**src/rtl/bloom_filter_double_hash_unit_macros.svh**
```systemverilog
`ifndef BLOOM_FILTER_DOUBLE_HASH_UNIT_MACROS_SVH
`define BLOOM_FILTER_DOUBLE_HASH_UNIT_MACROS_SVH

// Same-cycle implication, sampled on clk, off while rst_n is low.
`define BFDH_ASSERT_IMP(lbl, ante, cons, msg) \
    lbl: assert property (@(posedge clk) disable iff (!rst_n) (ante) |-> (cons)) \
        else $error(msg);

// Next-cycle implication, sampled on clk, off while rst_n is low.
`define BFDH_ASSERT_NXT(lbl, ante, cons, msg) \
    lbl: assert property (@(posedge clk) disable iff (!rst_n) (ante) |=> (cons)) \
        else $error(msg);

`endif

```
**src/rtl/bfdh_pkg.sv**
```systemverilog
`timescale 1ns / 1ps

package bfdh_pkg;

    localparam int MAX_FILTER_BITS = 65536;
    localparam int STORE_BYTES     = (MAX_FILTER_BITS + 7) / 8;
    localparam int ADDR_W          = $clog2(STORE_BYTES);
    localparam int REM_W           = $clog2(MAX_FILTER_BITS);
    localparam int M_W             = $clog2(MAX_FILTER_BITS + 1);
    localparam int CMP_W           = M_W + 1;

    localparam int TABLE_W    = 17;
    localparam int COUNT_W    = 5;
    localparam int CFG_IDX_W  = 2;
    localparam int CFG_DATA_W = 17;

    localparam int MIN_TABLE_BITS = 64;
    localparam int MIN_PROBES     = 1;
    localparam int MAX_PROBES     = 30;

    localparam logic [TABLE_W-1:0] TABLE_RESET = TABLE_W'(65536);
    localparam logic [COUNT_W-1:0] COUNT_RESET = COUNT_W'(7);

    localparam logic [CFG_IDX_W-1:0] REG_TABLE_BITS = CFG_IDX_W'(0);
    localparam logic [CFG_IDX_W-1:0] REG_HASH_COUNT = CFG_IDX_W'(1);

    localparam logic OP_ADD   = 1'b0;
    localparam logic OP_QUERY = 1'b1;

    localparam logic [63:0] XP1 = 64'h9E3779B185EBCA87;
    localparam logic [63:0] XP2 = 64'hC2B2AE3D27D4EB4F;
    localparam logic [63:0] XP3 = 64'h165667B19E3779F9;
    localparam logic [63:0] XP4 = 64'h85EBCA77C2B2AE63;
    localparam logic [63:0] XP5 = 64'h27D4EB2F165667C5;
    localparam logic [63:0] SEED_BASE = XP5 + 64'd8;

    typedef struct packed {
        logic        opcode;
        logic [63:0] key;
    } cmd_t;

    typedef struct packed {
        logic op_done;
        logic maybe_present;
    } result_t;

    typedef enum logic [2:0] {
        MS_K1 = 3'd0,
        MS_K2 = 3'd1,
        MS_H1 = 3'd2,
        MS_H2 = 3'd3,
        MS_H3 = 3'd4
    } mul_sel_t;

    typedef enum logic [1:0] {
        MOD_H1   = 2'd0,
        MOD_H2   = 2'd1,
        MOD_ONES = 2'd2
    } mod_src_t;

    typedef struct packed {
        logic       load;
        logic       clear_step;
        logic       mul_en;
        mul_sel_t   mul_sel;
        logic [1:0] mul_phase;
        logic       seed;
        logic       mod_load;
        logic       mod_step;
        logic       mod_store;
        mod_src_t   mod_src;
        logic       probe_init;
        logic       probe_step;
        logic       bit_set;
    } ctl_t;

    typedef struct packed {
        logic               clear_last;
        logic               bit_hit;
        logic [COUNT_W-1:0] k_eff;
    } sts_t;

endpackage

```
**src/rtl/bfdh_ctrl.sv**
```systemverilog
`timescale 1ns / 1ps
`include "bloom_filter_double_hash_unit_macros.svh"

module bfdh_ctrl (
    input  logic              clk,
    input  logic              rst_n,
    input  logic              start,
    input  logic              opcode,
    output logic              busy,
    output logic              done,
    output bfdh_pkg::result_t result,
    output bfdh_pkg::ctl_t    ctl,
    input  bfdh_pkg::sts_t    sts
);
    import bfdh_pkg::*;

    typedef enum logic [5:0] {
        S_CLEAR   = 6'b000001,
        S_IDLE    = 6'b000010,
        S_MUL     = 6'b000100,
        S_MOD     = 6'b001000,
        S_PRB_RD  = 6'b010000,
        S_PRB_CHK = 6'b100000
    } state_t;

    state_t             state_reg, state_next;
    logic [2:0]         mul_idx_reg, mul_idx_next;
    logic [1:0]         phase_reg, phase_next;
    logic [1:0]         mod_idx_reg, mod_idx_next;
    logic [6:0]         bit_cnt_reg, bit_cnt_next;
    logic [COUNT_W-1:0] probe_reg, probe_next;
    logic               op_reg, op_next;
    logic               done_reg, done_next;
    result_t            result_reg, result_next;
    logic               miss, last;

    assign miss = (op_reg == OP_QUERY) && !sts.bit_hit;
    assign last = (probe_reg == sts.k_eff - COUNT_W'(1));

    always_comb
    begin
        state_next   = state_reg;
        mul_idx_next = mul_idx_reg;
        phase_next   = phase_reg;
        mod_idx_next = mod_idx_reg;
        bit_cnt_next = bit_cnt_reg;
        probe_next   = probe_reg;
        op_next      = op_reg;
        done_next    = 1'b0;
        result_next  = result_reg;
        ctl          = '0;
        ctl.mul_sel  = MS_K1;
        ctl.mod_src  = MOD_H1;

        unique case (mul_idx_reg)
            3'd0: ctl.mul_sel = MS_K1;
            3'd1: ctl.mul_sel = MS_K2;
            3'd2, 3'd5: ctl.mul_sel = MS_H1;
            3'd3, 3'd6: ctl.mul_sel = MS_H2;
            default: ctl.mul_sel = MS_H3;
        endcase
        ctl.seed      = (mul_idx_reg >= 3'd5);
        ctl.mul_phase = phase_reg;
        unique case (mod_idx_reg)
            2'd0:    ctl.mod_src = MOD_H1;
            2'd1:    ctl.mod_src = MOD_H2;
            default: ctl.mod_src = MOD_ONES;
        endcase

        unique case (state_reg)
            S_CLEAR:
            begin
                ctl.clear_step = 1'b1;
                if (sts.clear_last)
                    state_next = S_IDLE;
            end
            S_IDLE:
            begin
                if (start)
                begin
                    ctl.load     = 1'b1;
                    op_next      = opcode;
                    mul_idx_next = '0;
                    phase_next   = '0;
                    state_next   = S_MUL;
                end
            end
            S_MUL:
            begin
                ctl.mul_en = 1'b1;
                phase_next = phase_reg + 2'd1;
                if (phase_reg == 2'd3)
                begin
                    mul_idx_next = mul_idx_reg + 3'd1;
                    if (mul_idx_reg == 3'd7)
                    begin
                        mod_idx_next = '0;
                        bit_cnt_next = '0;
                        state_next   = S_MOD;
                    end
                end
            end
            S_MOD:
            begin
                bit_cnt_next = bit_cnt_reg + 7'd1;
                if (bit_cnt_reg == 7'd0)
                    ctl.mod_load = 1'b1;
                else
                    ctl.mod_step = 1'b1;
                if (bit_cnt_reg == 7'd64)
                begin
                    ctl.mod_store = 1'b1;
                    bit_cnt_next  = '0;
                    mod_idx_next  = mod_idx_reg + 2'd1;
                    if (mod_idx_reg == 2'd2)
                    begin
                        ctl.probe_init = 1'b1;
                        probe_next     = '0;
                        state_next     = S_PRB_RD;
                    end
                end
            end
            S_PRB_RD:
            begin
                state_next = S_PRB_CHK;
            end
            S_PRB_CHK:
            begin
                ctl.probe_step = 1'b1;
                ctl.bit_set    = (op_reg == OP_ADD);
                if (last || miss)
                begin
                    done_next                 = 1'b1;
                    result_next.op_done       = op_reg;
                    result_next.maybe_present = (op_reg == OP_QUERY) && !miss;
                    state_next                = S_IDLE;
                end
                else
                begin
                    probe_next = probe_reg + COUNT_W'(1);
                    state_next = S_PRB_RD;
                end
            end
            default:
            begin
                state_next = S_IDLE;
            end
        endcase
    end

    always_ff @(posedge clk or negedge rst_n)
    begin
        if (!rst_n)
        begin
            state_reg   <= S_CLEAR;
            mul_idx_reg <= '0;
            phase_reg   <= '0;
            mod_idx_reg <= '0;
            bit_cnt_reg <= '0;
            probe_reg   <= '0;
            done_reg    <= 1'b0;
        end
        else
        begin
            state_reg   <= state_next;
            mul_idx_reg <= mul_idx_next;
            phase_reg   <= phase_next;
            mod_idx_reg <= mod_idx_next;
            bit_cnt_reg <= bit_cnt_next;
            probe_reg   <= probe_next;
            done_reg    <= done_next;
        end
    end

    always_ff @(posedge clk)
    begin
        op_reg     <= op_next;
        result_reg <= result_next;
    end

    assign busy   = (state_reg != S_IDLE);
    assign done   = done_reg;
    assign result = result_reg;

    `BFDH_ASSERT_NXT(a_accept_to_mul, state_reg == S_IDLE && start, state_reg == S_MUL && mul_idx_reg == 3'd0 && phase_reg == 2'd0, "accepted beat did not start hashing")
    `BFDH_ASSERT_IMP(a_done_after_probe, done_reg, $past(state_reg) == S_PRB_CHK, "result strobe without probe check")
    `BFDH_ASSERT_IMP(a_present_only_query, done_reg && result_reg.maybe_present, result_reg.op_done == OP_QUERY, "add reported present")

endmodule

```
**config.mk**
```make
export PLATFORM = sky130hd
export DESIGN_NAME = bfdh_ctrl
export DESIGN_NICKNAME = d
export VERILOG_FILES = /design/src/rtl/bfdh_pkg.sv /design/src/rtl/bfdh_ctrl.sv
export VERILOG_INCLUDE_DIRS = /design/src /design/src/rtl
export SDC_FILE = /design/constraint.sdc
export NUM_CORES = 1
export LEC_CHECK = 0
export BUFFER_PORTS_ARGS = -buffer_cell sky130_fd_sc_hd__buf_2
export CORE_AREA = 5 5 57 72
export CTS_CLUSTER_SIZE = 14
export DETAILED_ROUTE_END_ITERATION = 16
export DIE_AREA = 0 0 62 77
export PLACE_DENSITY = 0.86
export SLEW_MARGIN = 20
export SYNTH_ARGS = -nofsm -noshare
export SYNTH_HDL_FRONTEND = slang
export SYNTH_SLANG_ARGS = --single-unit
```
**constraint.sdc**
```tcl
create_clock -name clk -period 3.15 [get_ports clk]
set_clock_uncertainty 0.2 [all_clocks]
set_input_delay 0.7875 -clock clk [delete_from_list [all_inputs] [get_ports clk]]
set_output_delay 0.7875 -clock clk [all_outputs]
set_load 0.005 [all_outputs]
```
==> flow_summary.json <==
{
  "vias": 1455,
  "overflow": 0,
  "tightestPinTransition_ns": 0.554,
  "synth_area_leaders": "dfrtp_1, ha_1, edfxtp_1, nor2_1, xnor2_1",
  "rsz0062_at_grt": "no",
  "rr_worst_depth": 6,
  "use_met2_pct": 27.7,
  "placementRows": 24,
  "fin_area_mm2": 0.00206,
  "cts.path.max_buffers": 2,
  "ys_ff_latch": 29,
  "ant_nets": 0,
  "synthToLayoutAreaGrowth_pct": 17.0,
  "port_buffers": 31,
  "slew_headroom_pct": 62.1,
  "final_core_util_pct": 61.3,
  "cp.arrival_ns": 2.02,
  "grt_pass1_vias": 1405,
  "path_max_fanout": 10,
  "cp-end-kind": "output pin",
  "r2r-end": "bit_cnt_reg[6]",
  "grt.total_usage_pct": 16.9,
  "max_freq_ghz": 0.332,
  "finalCriticalPeriod_ns": 3.01,
  "path_clk_slew_ns": 0.06,
  "num_antenna_cells": 0,
  "antenna_found_initial": 0,
  "leakagePower_nw": 1.02,
  "coreArea_mm2": 0.00336,
  "synth_top_area_cell": "dfrtp_1",
  "async_flop_share_pct": 89.7,
  "slew_violations": 0,
  "wire_per_inst_um": 14.0,
  "via_per_inst": 5.73,
  "globalplace.congestion": 0.847,
  "synth.avg_cell_area_um2": 10.0,
  "met3_usage_pct": 6.22,
  "final_nets": 239,
  "io-pin-count": 32,
  "cts_inserted_buffers": 5,
  "placed_area_mm2": 0.00197,
  "htreeDepth": 2,
  "root_buffer": "clkbuf_8",
  "die_height_um": 77,
  "synth_edf_count": 3,
  "layout-drive-gt1-share_pct": 22.3,
  "dp_cells": 246,
  "nFillCells": 303,
  "ys_warn_count": 0,
  "busiest_layer": "met2",
  "grt_start_max_net_pins": 27,
  "p_per_area_mw_per_mm2": 556,
  "yosysTopAreaCellShare_pct": 35.5,
  "reg2reg_slack_ns": 0.67,
  "grt_pass1_wl_um": 6070,
  "syn_area_mm2": 0.00176,
  "grt_use_met1_pct": 19.6,
  "die_w_um": 62,
  "synth_nets": 201,
  "cts_tree": "yes",
  "drt_wl_total_um": 3550,
  "cap_viol_max_count": 0,
  "finalHoldViolCount": 0,
  "cp.required_ns": 2.16,
  "worstSkewPairLatency_ns": 0.29,
  "drt_iter0_markers": 65,
  "drc": 0,
  "yosysSeqAreaShare_pct": 42.1,
  "largest_reg_flops": 7,
  "first_pass_iters": 5,
  "crit_path_start_kind": "flip-flop",
  "dp_hpwl_um": 2720,
  "path_class": "flip-flop to output pin",
  "status": "completed",
  "period_share_pct": 95.5,
  "ys_types": 46,
  "hold_buffers": 0,
  "initial_core_util_pct": 52.4,
  "worst_ir_drop_vdd_v": 0.000319,
  "syn_inst": 176,
  "r2r_start": "state_reg[1]",
  "setup_viol": 0,
  "setup-tns-final_ns": 0,
  "cts_sinks": 29,
  "die_area_mm2": 0.00477,
  "synth_ff_type": "dfrtp_1",
  "hp-class": "input pin to asynchronous set/reset pin",
  "stdcell_count": 254
}
==> critical path, stage by stage (launching register included) <==
cell and delay (ns):
dfrtp_1 0.41, or4_1 0.55, or3b_4 0.47, inv_1 0.16
buf_2 0.14
==> report_power, final <==
| part | switching [mW] | total (mW) | internal [mW] |
|---|---|---|---|
| logic | 0.178 | 0.331 | 0.153 |
| clock network | 0.139 | 0.317 | 0.178 |
| registers | 0.0631 | 0.499 | 0.436 |
==> final cells by class <==
| class | count | area [um2] | area share [%] |
|---|---|---|---|
| inverter | 10 | 37.5 | 1.82 |
| sequential | 29 | 742 | 36.0 |
| tap | 39 | 48.8 | 2.37 |
| multi-input combinational | 134 | 967 | 46.9 |
| clock buffer | 8 | 90.1 | 4.37 |
| timing repair buffer | 34 | 178 | 8.61 |
==> layer usage <==
layer,part of all wire (%),wire [um],up-vias
met5,0,0,-
met1,40,1410,700
met2,52,1860,37
met3,6.1,218,5
li1,-,-,713
met4,1.8,63,0
==> worst max-delay path by stage <==
stage / cells past startpoint / from / slack [ns] / end
after floorplan: 6 / sts[0] / 0.51 / result[0]
after global placement: 4 / state_reg[1] / 0.39 / ctl[1]
after detailed placement: 7 / sts[0] / 0.36 / result[1]
after CTS: 4 / state_reg[1] / 0.04 / ctl[1]
after global routing: 4 / state_reg[1] / 0.01 / ctl[5]
final: 4 / state_reg[1] / 0.14 / ctl[1]
==> cells by family (layout without fill, tap and decap cells) <==
group | Yosys count | after routing | synth area share [%]
buffers and inverters | 13 | 52 | 3.19
XOR/XNOR | 10 | 10 | 4.97
AND/OR/NAND/NOR | 76 | 76 | 25.0
adder cells (fa/ha/maj) | 14 | 14 | 9.94
multiplexers | 4 | 4 | 2.41
AO/OA/AOI/OAI | 30 | 30 | 12.4
flip-flops | 29 | 29 | 42.1
==> synthesized netlist by cell type (all sizes together) (2+ instances only) <==
master / instances
dfrtp: 25
nor2: 19
ha: 14
inv: 10
nand2: 10
xnor2: 8
a21oi: 7
nor3: 6
nor2b: 5
o21ai: 5
and3b: 4
nand3: 4
nand3b: 4
a21o: 3
a32o: 3
edfxtp: 3
nand4: 3
nor4: 3
o211ai: 3
or4: 3
a211o: 2
a211oi: 2
and2: 2
and3: 2
and4b: 2
buf: 2
mux2: 2
mux2i: 2
nand4b: 2
xor2: 2
==> what timing repair did <==
item,in CTS,in global routing
setup endpoints to repair,0,1
buffers inserted,0,0
gates resized for setup,0,1
==> per-stage QoR <==
stage	hold WS (ns)	power, mW	worst slack [ns]
final	0.295	1.15	0.142
after global routing	0.334	1.23	0.0137
after CTS	0.302	1.16	0.0423
after detailed placement	0.288	0.837	0.359
after global placement	0.291	0.823	0.394
after floorplan	0.256	0.716	0.512
==> cells in the final DEF (no fill, tap or decap), drive strengths merged, types with 3 or more instances in the layout <==
cell type   n
nor2       19
a21o        3
nor3        6
ha         14
o211ai      3
o21ai       5
a21oi       7
a32o        3
buf        34
nand2      10
and3b       4
xnor2       8
dfrtp      25
nor4        3
nand4       3
nor2b       5
nand3b      4
nand3       4
or4         3
inv        10
edfxtp      3
clkbuf      8
Power figures use the tool's default switching activity.
